<file path="src/bscu_pkg.sv">
// shared types, constants and helpers for the barometric compensation unit
// no dependencies
package bscu_pkg;

	localparam int DW = 32;
	localparam int FIFO_DEPTH = 4;

	localparam logic [2:0] REG_AC1_AC2  = 3'd0;
	localparam logic [2:0] REG_AC3_AC4  = 3'd1;
	localparam logic [2:0] REG_AC5_AC6  = 3'd2;
	localparam logic [2:0] REG_B1_B2    = 3'd3;
	localparam logic [2:0] REG_MC_MD    = 3'd4;
	localparam logic [2:0] REG_OSS      = 3'd5;

	localparam logic [31:0] B6_OFFSET = 32'd4000;
	localparam logic [31:0] K_3038    = 32'd3038;
	localparam logic [31:0] K_M7357   = 32'hFFFF_E343;
	localparam logic [31:0] K_3791    = 32'd3791;
	localparam logic [31:0] K_50000   = 32'd50000;
	localparam logic [31:0] K_32768   = 32'd32768;

	typedef struct packed {
		logic [15:0] raw_temperature;
		logic [23:0] raw_pressure;
	} bscu_in_t;

	typedef struct packed {
		logic signed [31:0] temperature_tenths;
		logic signed [31:0] pressure_pa;
		logic               divide_error;
	} bscu_out_t;

	// calibration words, already extended to 32 bits
	typedef struct packed {
		logic [31:0] ac1, ac2, ac3, ac4, ac5, ac6, b1, b2, mc, md;
		logic [1:0]  oss;
	} bscu_cal_t;

	typedef struct packed {
		logic [31:0] x1;
		logic [31:0] den;
		logic [23:0] up;
	} bscu_fe_t;

	typedef struct packed {
		logic [31:0] x1, den, num, dvs;
		logic [23:0] up;
		logic        neg, err;
		logic [31:0] temp, b6, sq, m1, m2, m3, m4, b3, t4, b4, d2, b7, p, sqp, x2m, x1m;
	} bscu_ctx_t;

	function automatic logic [31:0] asr(input logic [31:0] v, input int s);
		asr = 32'($signed(v) >>> s);
	endfunction

	function automatic logic [31:0] sx16(input logic [15:0] v);
		sx16 = {{16{v[15]}}, v};
	endfunction

endpackage

</file>
<file path="src/bscu_front.sv">
// front end: takes sensor frames, computes x1 and the temperature divisor
// depends on bscu_pkg
module bscu_front (
	input  logic                clk,
	input  logic                arst_n,
	input  bscu_pkg::bscu_cal_t cal,
	input  logic                in_valid,
	output logic                in_ready,
	input  bscu_pkg::bscu_in_t  in_data,
	output logic                push,
	output bscu_pkg::bscu_fe_t  push_data,
	input  logic                full
);
	import bscu_pkg::*;

	logic        v_s1;
	logic [31:0] prod_s1;
	logic [23:0] up_s1;
	logic [31:0] x1;

	assign in_ready = !v_s1 || !full;
	assign push     = v_s1 && !full;

	always_ff @(posedge clk or negedge arst_n) begin
		if (!arst_n) begin
			v_s1 <= 1'b0;
		end else if (in_ready) begin
			v_s1 <= in_valid;
		end
	end

	always_ff @(posedge clk) begin
		if (in_ready && in_valid) begin
			prod_s1 <= 32'(({16'd0, in_data.raw_temperature} - cal.ac6) * cal.ac5);
			up_s1   <= in_data.raw_pressure >> (4'd8 - {2'd0, cal.oss});
		end
	end

	always_comb begin
		x1             = asr(prod_s1, 15);
		push_data.x1   = x1;
		push_data.den  = x1 + cal.md;
		push_data.up   = up_s1;
	end

endmodule

</file>
<file path="config.mk">
export PLATFORM = sky130hd
export DESIGN_NAME = bscu_front
export DESIGN_NICKNAME = d
export VERILOG_FILES = /design/src/bscu_pkg.sv /design/src/bscu_front.sv
export SDC_FILE = /design/constraint.sdc
export NUM_CORES = 1
export LEC_CHECK = 0
export ABC_AREA = 1
export BUFFER_PORTS_ARGS = -buffer_cell sky130_fd_sc_hd__buf_2
export CORE_ASPECT_RATIO = 1.25
export CORE_UTILIZATION = 37
export DETAILED_ROUTE_END_ITERATION = 10
export GPL_TIMING_DRIVEN = 1
export SYNTH_ARGS = -nofsm -noshare
export SYNTH_HDL_FRONTEND = slang
export SYNTH_SLANG_ARGS = --single-unit
</file>
<file path="constraint.sdc">
create_clock -name clk -period 7.28 [get_ports clk]
set_input_delay 0.728 -clock clk [delete_from_list [all_inputs] [get_ports clk]]
set_output_delay 0.728 -clock clk [all_outputs]
set_load 0.03 [all_outputs]
</file>
==> metrics.csv <==
stage;metric;value;unit
sta;setup ws final;-0.692;ns
global_route;largest net degree at the start of global routing;42;
sta;Final Max Slew Viols;0;
sta;Layout Skew;0.00666;ns
detailed_routing;drt first pass iters;5;
sta;RSZ-0062 raised after global routing;yes;
worst_setup_path;startpoint types;primary input;
worst_setup_path;CP Data Arrival Time;8.02;ns
sta;post-layout minimum cycle time;7.97;ns
worst_setup_path;worst setup path startpoint;in_data[29];
synthesis;Yosys reg bits;42;
die;IO Pins;456;
detailed_routing;DR vias;19800;
worst_setup_path;largest stage delay on the critical path;0.27;ns
die;die area;0.0569;mm^2
global_route;Global Route Usage Sum;25.2;%
sta;setup TNS;-4.58;ns
synthesis;Synth area leaders;fa_1 40%, inv_1 12%, nand2_1 11%;
synthesis;Post-Synthesis Cells;2755;
worst_setup_path;FF-to-FF Start;v_s1$_DFFE_PN0N_;
clock_network;clock buffer depth;2;
worst_setup_path;crit path max-delay cell type;ha_4;
finish;fillers;5242;
die;Std-Cell Rows;96;
worst_setup_path;nature of the critical path endpoint;flip-flop;
sta;FMAX;125;MHz
clock_network;clock-pin slew on the worst setup and hold paths;0.06;ns
clock_network;CTS Root Cell;clkbuf_16;
sta;fin crit share;110;%
run_status;failing checks;negative setup slack;
detailed_routing;DRT Wirelength;70100;um
finish;Final #Nets;4273;
global_route;first-pass GRT wire length;110000;um
finish;ANT cells;0;
clock_network;clock latency at the later pin of the worst-skew pair;0.28;ns
detailed_routing;DR vias/cell;4.87;
placement;Port Buffers;227;
sta;Least-Margin Pin Slew;1.08;ns
placement;final RePlAce weighted congestion;0.958;
worst_setup_path;Critical Path RT;7.32;ns
placement;Post-Place Setup Slack;-1.16;ns
finish;share of layout cells above drive strength 1;32.9;%
clock_network;Hold Buf Count CTS;0;
worst_setup_path;crit-path max FO;4;
global_route;initial antenna violation count;1;
detailed_routing;wire per inst;17.2;um
synthesis;ys flop type;edfxtp_1;
sta;Slew headroom;27.8;%
clock_network;number of buffers created by CTS;5;
clock_network;TritonCTS clock tree;done;
synthesis;list of most frequent post-synthesis cells;639 x inv_1, 626 x nand2_1, 409 x fa_1, 331 x nor2_1, 168 x ha_1;
worst_setup_path;WS Path Type;primary input to flip-flop;
die;Core ar.;0.0551;mm^2
die;Initial Util;37.6;%
synthesis;Seq/Total Area, Yosys;6.06;%
clock_network;CTS H-tree lvls;2;
global_route;GR Overflow Total;0;
run_status;status;finished, violations left;
synthesis;most numerous cell in the Yosys netlist;inv_1;
die;Die Span X;214;um
global_route;vias in the first global route;21000;
worst_setup_path;CP dominant cell by count;buf_4;
synthesis;Yosys cell types;49;
sta;Setup Viol. Count Final;13;
finish;Area Growth Syn to Fin;35.5;%
hold_path;worst hold path class;primary input to async pin;
sta;Final Hold Fails;0;
synthesis;Avg Synthesized Cell Area;7.52;um^2
detailed_routing;post-route ant nets;0;
flow_run;# Max-Cap Violations;0;
synthesis;Synth area leader;fa_1;
synthesis;Netlist Area Pre-Place;0.0207;mm^2
detailed_routing;DR iter-0 viols;842;
die;die height;267;um
synthesis;Post-synth EDFFs;41;
detailed_routing;Remaining DRCs;0;
placement;placed wire-length estimate;59000;um
synthesis;Synth top area share;39.5;%
synthesis;asr flop ratio synth;2.38;%
synthesis;Synthesis Warnings;0;
clock_network;clock sink count;42;
==> layout by cell type (no fill, tap or decap), drive strengths merged, types with 9 or more instances in the layout <==
cell / instances
buf: 655
a21oi: 71
clkinv: 15
ha: 168
o21ai: 55
a31oi: 12
fa: 409
nand3: 110
edfxtp: 41
nor2: 339
a21boi: 9
nand2: 648
xor2: 41
nand4: 23
nand3b: 12
xnor2: 27
inv: 647
==> registers in the layout, indices dropped and copies added (netlist names) <==
| register | flops |
|---|---|
| prod_s1 | 17 |
| up_s1 | 24 |
| v_s1 | 1 |
==> cell type report <==
| class | count | area [um^2] | area share [%] |
|---|---|---|---|
| Tap cell | 735 | 920 | 3.28 |
| Multi-Input combinational cell | 1964 | 18400 | 65.7 |
| Sequential cell | 42 | 1260 | 4.48 |
| Timing Repair Buffer | 655 | 4760 | 17.0 |
| Clock buffer | 6 | 129 | 0.459 |
| Clock inverter | 2 | 37.5 | 0.134 |
| Inverter | 662 | 2530 | 9.01 |
==> worst max-delay path: cells and delay by family <==
| family | cells | cell delay (ns) |
|---|---|---|
| adder cells (fa/ha/maj) | 1 | 0.27 |
| buffers and inverters | 45 | 5.31 |
| AND/OR/NAND/NOR | 22 | 1.70 |
==> per-stage QoR <==
stage | utilization (%) | hold slack, ns | instance area (um^2) | std cells
global placement | 45.7 | 0.504 | 25200 | 3949
floorplan | - | 0.432 | 21000 | 2758
finish | 50.9 | 0.207 | 28100 | 4066
detailed placement | 45.7 | 0.504 | 25200 | 3949
CTS | 49.3 | 0.198 | 27200 | 4034
global route | 50.9 | 0.196 | 28100 | 4066
==> logic make-up after synthesis <==
kind of cell               share of synthesized area (%)
buffers and inverters                               13.9
DFF                                                 6.06
xor gates and xnor gates                            3.06
adders and majority gates                           49.7
muxes                                              0.290
AOI/OAI and AO/OA                                   4.57
and+or+nand+nor                                     22.4
other                                             0.0181
==> path summary, 6_finish.rpt <==
| check | slack (ns) | to | cells past startpoint |
|---|---|---|---|
| setup / recovery | -0.69 | prod_s1[31]$_DFFE_PP_ | 68 |
| hold / removal | 0.21 | v_s1$_DFFE_PN0N_ | 1 |
| setup reg to reg | 5.87 | prod_s1[22]$_DFFE_PP_ | 2 |
| hold reg to reg | 0.59 | v_s1$_DFFE_PN0N_ | 2 |
| max in group asynchronous | 6.99 | v_s1$_DFFE_PN0N_ | 1 |
| min in group clk | 0.59 | v_s1$_DFFE_PN0N_ | 2 |
==> metal layers <==
layer  routed length, um  track usage (%)  share of wire, %  vias up
met3                3280             1.82               4.7      227
met2               35600             46.0                51      712
li1                    -                -                 -     9282
met4                5400             15.8               7.7        2
met5                  13                0             0.019        -
met1               25800             28.0                37     9583
==> repair_timing <==
item	in CTS	in global routing
endpoints found under the hold margin	0	0
pin swaps	184	148
gates cloned	1	0
setup buffers	79	34
endpoints found under the setup margin	16	16
resized for setup	294	188
Power is not shown: default switching activity piles up to over one toggle a cycle in this logic, so the estimate is an artifact.
