File: src/bscu_pkg.sv
// shared types, constants and helpers for the barometric compensation unit
// no dependencies
package bscu_pkg;

	localparam int DW = 32;
	localparam int FIFO_DEPTH = 4;

	localparam logic [2:0] REG_AC1_AC2  = 3'd0;
	localparam logic [2:0] REG_AC3_AC4  = 3'd1;
	localparam logic [2:0] REG_AC5_AC6  = 3'd2;
	localparam logic [2:0] REG_B1_B2    = 3'd3;
	localparam logic [2:0] REG_MC_MD    = 3'd4;
	localparam logic [2:0] REG_OSS      = 3'd5;

	localparam logic [31:0] B6_OFFSET = 32'd4000;
	localparam logic [31:0] K_3038    = 32'd3038;
	localparam logic [31:0] K_M7357   = 32'hFFFF_E343;
	localparam logic [31:0] K_3791    = 32'd3791;
	localparam logic [31:0] K_50000   = 32'd50000;
	localparam logic [31:0] K_32768   = 32'd32768;

	typedef struct packed {
		logic [15:0] raw_temperature;
		logic [23:0] raw_pressure;
	} bscu_in_t;

	typedef struct packed {
		logic signed [31:0] temperature_tenths;
		logic signed [31:0] pressure_pa;
		logic               divide_error;
	} bscu_out_t;

	// calibration words, already extended to 32 bits
	typedef struct packed {
		logic [31:0] ac1, ac2, ac3, ac4, ac5, ac6, b1, b2, mc, md;
		logic [1:0]  oss;
	} bscu_cal_t;

	typedef struct packed {
		logic [31:0] x1;
		logic [31:0] den;
		logic [23:0] up;
	} bscu_fe_t;

	typedef struct packed {
		logic [31:0] x1, den, num, dvs;
		logic [23:0] up;
		logic        neg, err;
		logic [31:0] temp, b6, sq, m1, m2, m3, m4, b3, t4, b4, d2, b7, p, sqp, x2m, x1m;
	} bscu_ctx_t;

	function automatic logic [31:0] asr(input logic [31:0] v, input int s);
		asr = 32'($signed(v) >>> s);
	endfunction

	function automatic logic [31:0] sx16(input logic [15:0] v);
		sx16 = {{16{v[15]}}, v};
	endfunction

endpackage

File: src/bscu_fifo.sv
// four-entry queue between front end and back end
// depends on bscu_pkg
module bscu_fifo (
	input  logic               clk,
	input  logic               arst_n,
	input  logic               push,
	input  bscu_pkg::bscu_fe_t push_data,
	output logic               full,
	input  logic               pop,
	output logic               not_empty,
	output bscu_pkg::bscu_fe_t pop_data
);
	import bscu_pkg::*;

	bscu_fe_t                        mem_q [FIFO_DEPTH];
	logic [$clog2(FIFO_DEPTH)-1:0]   wp_q, rp_q;
	logic [$clog2(FIFO_DEPTH):0]     cnt_q;

	assign full      = cnt_q == ($clog2(FIFO_DEPTH)+1)'(FIFO_DEPTH);
	assign not_empty = cnt_q != '0;
	assign pop_data  = mem_q[rp_q];

	always_ff @(posedge clk or negedge arst_n) begin
		if (!arst_n) begin
			wp_q  <= '0;
			rp_q  <= '0;
			cnt_q <= '0;
		end else begin
			if (push) wp_q <= wp_q + 1'b1;
			if (pop)  rp_q <= rp_q + 1'b1;
			cnt_q <= cnt_q + {{$clog2(FIFO_DEPTH){1'b0}}, push}
				- {{$clog2(FIFO_DEPTH){1'b0}}, pop};
		end
	end

	always_ff @(posedge clk) begin
		if (push) mem_q[wp_q] <= push_data;
	end

endmodule

File: config.mk
export PLATFORM = sky130hd
export DESIGN_NAME = bscu_fifo
export DESIGN_NICKNAME = d
export VERILOG_FILES = /design/src/bscu_pkg.sv /design/src/bscu_fifo.sv
export SDC_FILE = /design/constraint.sdc
export NUM_CORES = 1
export LEC_CHECK = 0
export BUFFER_PORTS_ARGS = -buffer_cell sky130_fd_sc_hd__buf_4
export CORE_MARGIN = 4
export CORE_UTILIZATION = 30
export DETAILED_ROUTE_END_ITERATION = 8
export GPL_ROUTABILITY_DRIVEN = 0
export PLACE_DENSITY = 0.61
export SLEW_MARGIN = 15
export SYNTH_ARGS = -nofsm -noshare
export SYNTH_HDL_FRONTEND = slang
export SYNTH_SLANG_ARGS = --single-unit
export TNS_END_PERCENT = 5
File: constraint.sdc
create_clock -name clk -period 3.19 [get_ports clk]
set_clock_uncertainty 0.05 [all_clocks]
set_input_delay 0.1595 -clock clk [delete_from_list [all_inputs] [get_ports clk]]
set_output_delay 0.1595 -clock clk [all_outputs]
set_load 0.005 [all_outputs]
==> metrics.md, run 1 <==
| Metric | Value |
|---|---|
| Outcome | `complete, no violations` |
| Pre-CTS WS | `1.10 ns` |
| Area grow syn2layout | `31.4%` |
| I/O pins | `182` |
| CTS tree | `done` |
| Final nets | `899` |
| Vias per inst | `4.42` |
| Worst-path fanout max | `37` |
| Post-route DRC | `0` |
| Worst relative slew slack | `59.2%` |
| Hold endpoint | `mem_q[3][59]` |
| Fin crit share | `80.8%` |
| CTS buffer count | `39` |
| Syn_area_per_cell | `26.7 sq um` |
| Clk sink count | `359` |
| Max_cap viols | `0` |
| Row count | `76` |
| Synth Cell Area | `13200 sq um` |
| Final hold vios | `0` |
| Total design power | `15.0 mW` |
| Slowest stage cell, crit path | `dfrtp_4` |
| CP bufs+invs | `2` |
| Vert. Die Dim | `218 um` |
| Lkg Pwr | `5.92 nW` |
| Crit-path max cell delay | `0.68 ns` |
| Wirelength per Cell | `19.5 um` |
| Placed Cells incl. Taps | `1252` |
| Routed Wire Length | `27400 um` |
| Syn. warnings | `0` |
| Kind of critical path | `flip-flop to output port` |
| Total grt overflow | `0` |
| Diode count | `0` |
| Post-synthesis cell type count | `18` |
| CP Launch Type | `flip-flop` |
| Core footprint | `43300 sq um` |
| Yosys reg bits | `359` |
| Worst R2R Start | `wp_q[0]` |
| Minimum clock period | `2.58 ns` |
| Chip width | `218 um` |
| Antenna viol nets, final | `0` |
| Worst Setup End Kind | `output port` |
| Crit-path leading delay family | `flip-flops` |
| Htree depth | `2` |
| TritonRoute pass-1 iters | `4` |
| Initial DRC count | `400` |
| Seq/Total Area, Yosys | `81.5%` |
| Finished Cell Area | `17300 sq um` |
| Worst Tran Pin Value | `0.612 ns` |
| Worst reg2reg path depth | `4` |
| Post-placement cell area | `15200 sq um` |
| Clock Tree Buf Depth | `3` |
| CP Cell Sequence | `buf_12 -> mux4_2 -> buf_4` |
| Layout cells sized above 1 | `41.2%` |
| Total Routing Usage GR | `11.6%` |
| Max IR drop VDD | `0.000437 V` |
| Reg-to-Reg End | `mem_q[0][10]` |
| Unrepaired setup endpoints after global routing | `no` |
| Clock slew at reported path FFs | `0.06 ns` |
| Vias in the first global route | `6833` |
| Hold wc startpoint | `push_data[59]` |
| Hold Crit Class | `primary input to flip-flop` |
| Worst Hold Path Cells | `2` |
| Antenna violations before repair | `0` |
| Crit path required time | `2.98 ns` |
| DR vias | `6242` |
| PD cells | `867 nW/um^2` |
| Non-Filler Instances | `1411` |
| First-pass GRT wire length | `41500 um` |
| CP arrival | `2.37 ns` |
| Final setup fails | `0` |
| Hpwl dp | `15900 um` |
| Starting Density | `30.5%` |
| Final Max Slew Viols | `0` |
| Final core occ | `40.0%` |
| Syn Nets | `593` |
| Worst-Skew Late Latency | `0.54 ns` |
| Fmax | `388 MHz` |
| Port-buffer cells | `181` |
| Hold WS | `0.313 ns` |
| R2r setup slk | `1.30 ns` |
| Clock Root Buffer | `clkbuf_16` |
| Die ar. | `47400 sq um` |
| Pin count of the biggest net entering global routing | `89` |
| Final setup TNS | `0 ns` |
| Post-CTS Setup Bufs | `0` |
| Final worst slack | `0.613 ns` |
| Syn Inst Count | `494` |
[cell usage in the layout, fill, tap and decap left out, types with 3 or more instances in the layout]
| master | n |
|---|---|
| and2_4 | 4 |
| edfxtp_1 | 352 |
| xnor2_1 | 3 |
| clkbuf_16 | 41 |
| ha_1 | 6 |
| clkinv_2 | 6 |
| buf_12 | 7 |
| dfrtp_1 | 5 |
| buf_4 | 186 |
| dlygate4sd3_1 | 92 |
| clkinv_1 | 7 |
| inv_1 | 6 |
| mux4_2 | 88 |
| clkbuf_1 | 7 |
[registers in the layout, indices dropped and copies added, names as in the netlist]
signal / flops
mem_q: 352
wp_q: 2
rp_q: 2
cnt_q: 3
[layout make-up]
class | count | area, sq um
Multi-Input combinational cell | 109 | 2180
Clock inverter | 19 | 128
Tap cell | 585 | 732
Inverter | 6 | 22.5
Timing Repair Buffer | 285 | 2460
Clock buffer | 48 | 1050
Fill cell | 3840 | 25900
Sequential cell | 359 | 10800
[where the power goes]
group | switching [mW] | internal, mW | total (mW) | leakage [nW]
registers | 0.351 | 6.17 | 6.52 | 3.31
clock network | 1.75 | 2.42 | 4.17 | 0.576
logic | 1.96 | 2.37 | 4.33 | 2.03
total | 4.06 | 11.0 | 15.0 | 5.92
[what timing repair did]
| item | 4_1_cts | 5_1_grt |
|---|---|---|
| hold buffers | 92 | 0 |
| setup endpoints to repair | 0 | 0 |
| endpoints found under the hold margin | 364 | 0 |
| gates resized for setup | 0 | 0 |
[synthesized netlist by cell type]
cell | count | area share, %
buf_6 | 1 | 0.085
inv_1 | 6 | 0.17
mux4_2 | 88 | 15
ha_1 | 6 | 0.57
clkbuf_4 | 1 | 0.057
and2_1 | 4 | 0.19
o21ai_0 | 1 | 0.038
and3_1 | 1 | 0.047
fa_1 | 1 | 0.15
xnor2_1 | 3 | 0.20
dfrtp_1 | 7 | 1.3
buf_4 | 1 | 0.057
nand2_1 | 2 | 0.057
xor2_1 | 2 | 0.13
edfxtp_1 | 352 | 80
buf_12 | 9 | 1.4
or3_1 | 1 | 0.047
buf_2 | 8 | 0.30
[how the worst max path moves through the flow]
| stage | start | end | slack [ns] | depth (start not counted) |
|---|---|---|---|---|
| 6_report | rp_q[0] | pop_data[31] | 0.61 | 3 |
| 3_5_place_dp | rp_q[0] | pop_data[31] | 1.10 | 3 |
| 3_3_place_gp | rp_q[0] | pop_data[36] | 1.11 | 3 |
| 5_1_grt | rp_q[0] | pop_data[36] | 0.41 | 3 |
| 2_1_floorplan | wp_q[0] | mem_q[0][0] | 0.02 | 3 |
| 4_1_cts | rp_q[0] | pop_data[31] | 0.49 | 3 |
[worst register-to-register path, cell delays in order (launching register included)]
cell	delay, ns
dfrtp_1	0.42
inv_1	0.10
ha_1	0.15
and2_4	0.32
buf_4	0.48
[layer usage]
layer  global-route usage [%]  wire, um  vias up
met2                     18.4     13100      167
met4                     4.24       726        0
met3                     2.95      1520       47
met1                     15.5     12100     3290
li1                         -         -     2738
met5                        0         0        -
[cell families after synthesis]
family / after synthesis / synth area share (%)
buf+inv: 26 / 2.04
mux: 88 / 15.0
xor+xnor: 5 / 0.332
flops: 359 / 81.5
simple gates: 8 / 0.342
fa+ha+maj: 7 / 0.721
compound gates: 1 / 0.0379
(Power assumes the default switching activity.)
==> run 2, diff against run 1 <==
--- a/config.mk
+++ b/config.mk
@@ -10,7 +10,7 @@
 export CORE_UTILIZATION = 30
 export DETAILED_ROUTE_END_ITERATION = 8
 export GPL_ROUTABILITY_DRIVEN = 0
-export PLACE_DENSITY = 0.61
+export PLACE_DENSITY = 0.59
 export SLEW_MARGIN = 15
 export SYNTH_ARGS = -nofsm -noshare
 export SYNTH_HDL_FRONTEND = slang
==> constraint.sdc (replaced) <==
create_clock -name clk -period 2.48 [get_ports clk]
set_clock_uncertainty 0.05 [all_clocks]
set_input_delay 0.124 -clock clk [delete_from_list [all_inputs] [get_ports clk]]
set_output_delay 0.124 -clock clk [all_outputs]
set_load 0.005 [all_outputs]
==> metrics.md, run 2 (same netlist as run 1, synthesis figures left out) <==
| Metric | Value |
|---|---|
| Outcome | `complete, no violations` |
| Most common cell after layout, fill and taps aside | `edfxtp_1` |
| Total grt overflow | `0` |
| First-pass GRT wire length | `41200 um` |
| TritonRoute pass-1 iters | `4` |
| Clock slew at reported path FFs | `0.05 ns` |
| Fin crit share | `93.3%` |
| Worst-Skew Late Latency | `0.53 ns` |
| Hold Crit Class | `primary input to flip-flop` |
| Post-route DRC | `0` |
| Crit path required time | `2.31 ns` |
| R2r setup slk | `0.67 ns` |
| Kind of critical path | `flip-flop to output port` |
| Share of total power in sequential cells | `41.1%` |
| Minimum clock period | `2.31 ns` |
| Comb pwr share | `29.6%` |
| Final setup fails | `0` |
| Total Routing Usage GR | `11.4%` |
| Worst relative slew slack | `65.5%` |
| Vert. Die Dim | `218 um` |
| Worst Setup End Kind | `output port` |
| Largest Register | `mem_q` |
| P_sw | `5.21 mW` |
| Clock Tree Buf Depth | `3` |
| Worst-path fanout max | `11` |
| I/O pins | `182` |
| Starting Density | `30.5%` |
| CP arrival | `2.14 ns` |
| Max IR drop VDD | `0.000663 V` |
| Clock Power Share | `29.3%` |
| Hpwl dp | `16000 um` |
| Crit-path max cell delay | `0.59 ns` |
| Unrepaired setup endpoints after global routing | `no` |
| Crit-path leading delay family | `flip-flops` |
| CTS buffer count | `40` |
| Area grow syn2layout | `33.7%` |
| CP bufs+invs | `2` |
| DR vias | `6091` |
| Top flop regs | `mem_q (352), cnt_q (3)` |
| Core footprint | `43300 sq um` |
| PD cells | `1140 nW/um^2` |
| Vias per inst | `4.29` |
| Layout cells sized above 1 | `41.7%` |
| Fmax | `432 MHz` |
| Number of flip-flops in the largest register | `352` |
| CP Launch Type | `flip-flop` |
| Critical path's most frequent cell | `buf_4` |
| Non-Filler Instances | `1421` |
| Initial DRC count | `313` |
| CTS tree | `done` |
| Final hold vios | `0` |
| Chip width | `218 um` |
| Final nets | `908` |
| Row count | `76` |
| Slowest stage cell, crit path | `dfrtp_4` |
| Diode count | `0` |
| CP Cell Sequence | `buf_4 -> mux4_2 -> buf_4` |
| Worst Tran Pin Value | `0.517 ns` |
| Clock Root Buffer | `clkbuf_16` |
| Antenna violations before repair | `0` |
| Filler Cells Inserted | `3801` |
| Commonest non-fill, non-tap cells in the layout | `352 x edfxtp_1, 185 x buf_4, 92 x dlygate4sd3_1` |
| Pin count of the biggest net entering global routing | `53` |
| Lkg Pwr | `6.05 nW` |
| Antenna viol nets, final | `0` |
| Placed Cells incl. Taps | `1259` |
| Port-buffer cells | `181` |
| Gates resized, CTS repair | `0` |
| Max_cap viols | `0` |
| Htree depth | `2` |
| Final setup TNS | `0 ns` |
| Cell Int Power | `14.8 mW` |
| Die ar. | `47400 sq um` |
| Final Max Slew Viols | `0` |
| Routed Wire Length | `26700 um` |
| Vias in the first global route | `6943` |
| Clk sink count | `359` |
| Wirelength per Cell | `18.8 um` |
| Switching Share | `26.0%` |
-- run 2: cell types whose count changed in the layout (fill, tap and decap cells not counted) --
cell,change
clkinv_1,+4
clkinvlp_4,-1
inv_6,-2
clkinv_2,-2
buf_12,+9
clkinv_4,+1
bufinv_16,+5
buf_4,-1
clkbuf_1,-3
-- run 2: worst register-to-register path, cell delays in order, from the launching register on --
cell,delay [ns]
dfrtp_1,0.43
inv_1,0.10
ha_1,0.15
and2_4,0.48
buf_12,0.27
-- run 2: power groups by stage --
stage               combinational [mW]  clock, mW  sequential [mW]
floorplan                         3.36          0             8.28
CTS                               6.16       6.07             8.25
global route                      6.46       6.32             8.33
finish                            5.93       5.86             8.23
detailed placement                5.96          0             8.43
global placement                  5.93          0             8.38
-- run 2: cell type report --
class                   count  area (sq um)  share of cell area [%]
clock buffers              45          1040                    5.91
clock inverters            24           267                    1.51
inverters                   6          22.5                   0.128
multi-input cells         109          2180                    12.4
flip-flops and latches    359         10800                    61.0
well taps                 585           732                    4.15
repair buffers            293          2630                    14.9
-- run 2: layer usage --
layer  up-vias  part of all wire, %  global-route usage, %
li1       2758                    -                      -
met1      3143                   42                   14.2
met2       150                   49                   18.9
met3        40                  6.8                   3.50
met4         0                  2.3                   3.99
met5         -                    0                      0
-- run 2: per-stage QoR --
step / worst slack, ns / power (mW) / hold WS [ns] / util, % / instance area, sq um
2_1_floorplan: -0.684 / 11.6 / -0.222 / - / 13200
3_3_place_gp: 0.533 / 14.3 / -0.106 / 35.6 / 15400
3_5_place_dp: 0.508 / 14.4 / -0.106 / 35.6 / 15400
4_1_cts: 0.0643 / 20.5 / 0.223 / 40.7 / 17600
5_1_grt: 0.0261 / 21.1 / 0.258 / 40.7 / 17600
6_report: 0.166 / 20.0 / 0.278 / 40.7 / 17600
-- run 2: worst paths after layout --
kind	from	to	depth (start not counted)
max	rp_q[0]	pop_data[42]	3
min in group asynchronous	arst_n	cnt_q[2]	3
min	push_data[10]	mem_q[2][10]	2
max in group asynchronous	arst_n	rp_q[1]	3
max reg2reg	wp_q[0]	mem_q[0][50]	4
min reg2reg	wp_q[0]	wp_q[0]	1
-- run 2: what timing repair did --
item | 4_1_cts | 5_1_grt
hold buffers | 92 | 0
endpoints found under the setup margin | 29 | 0
endpoints found under the hold margin | 364 | 0
setup buffers | 1 | 0
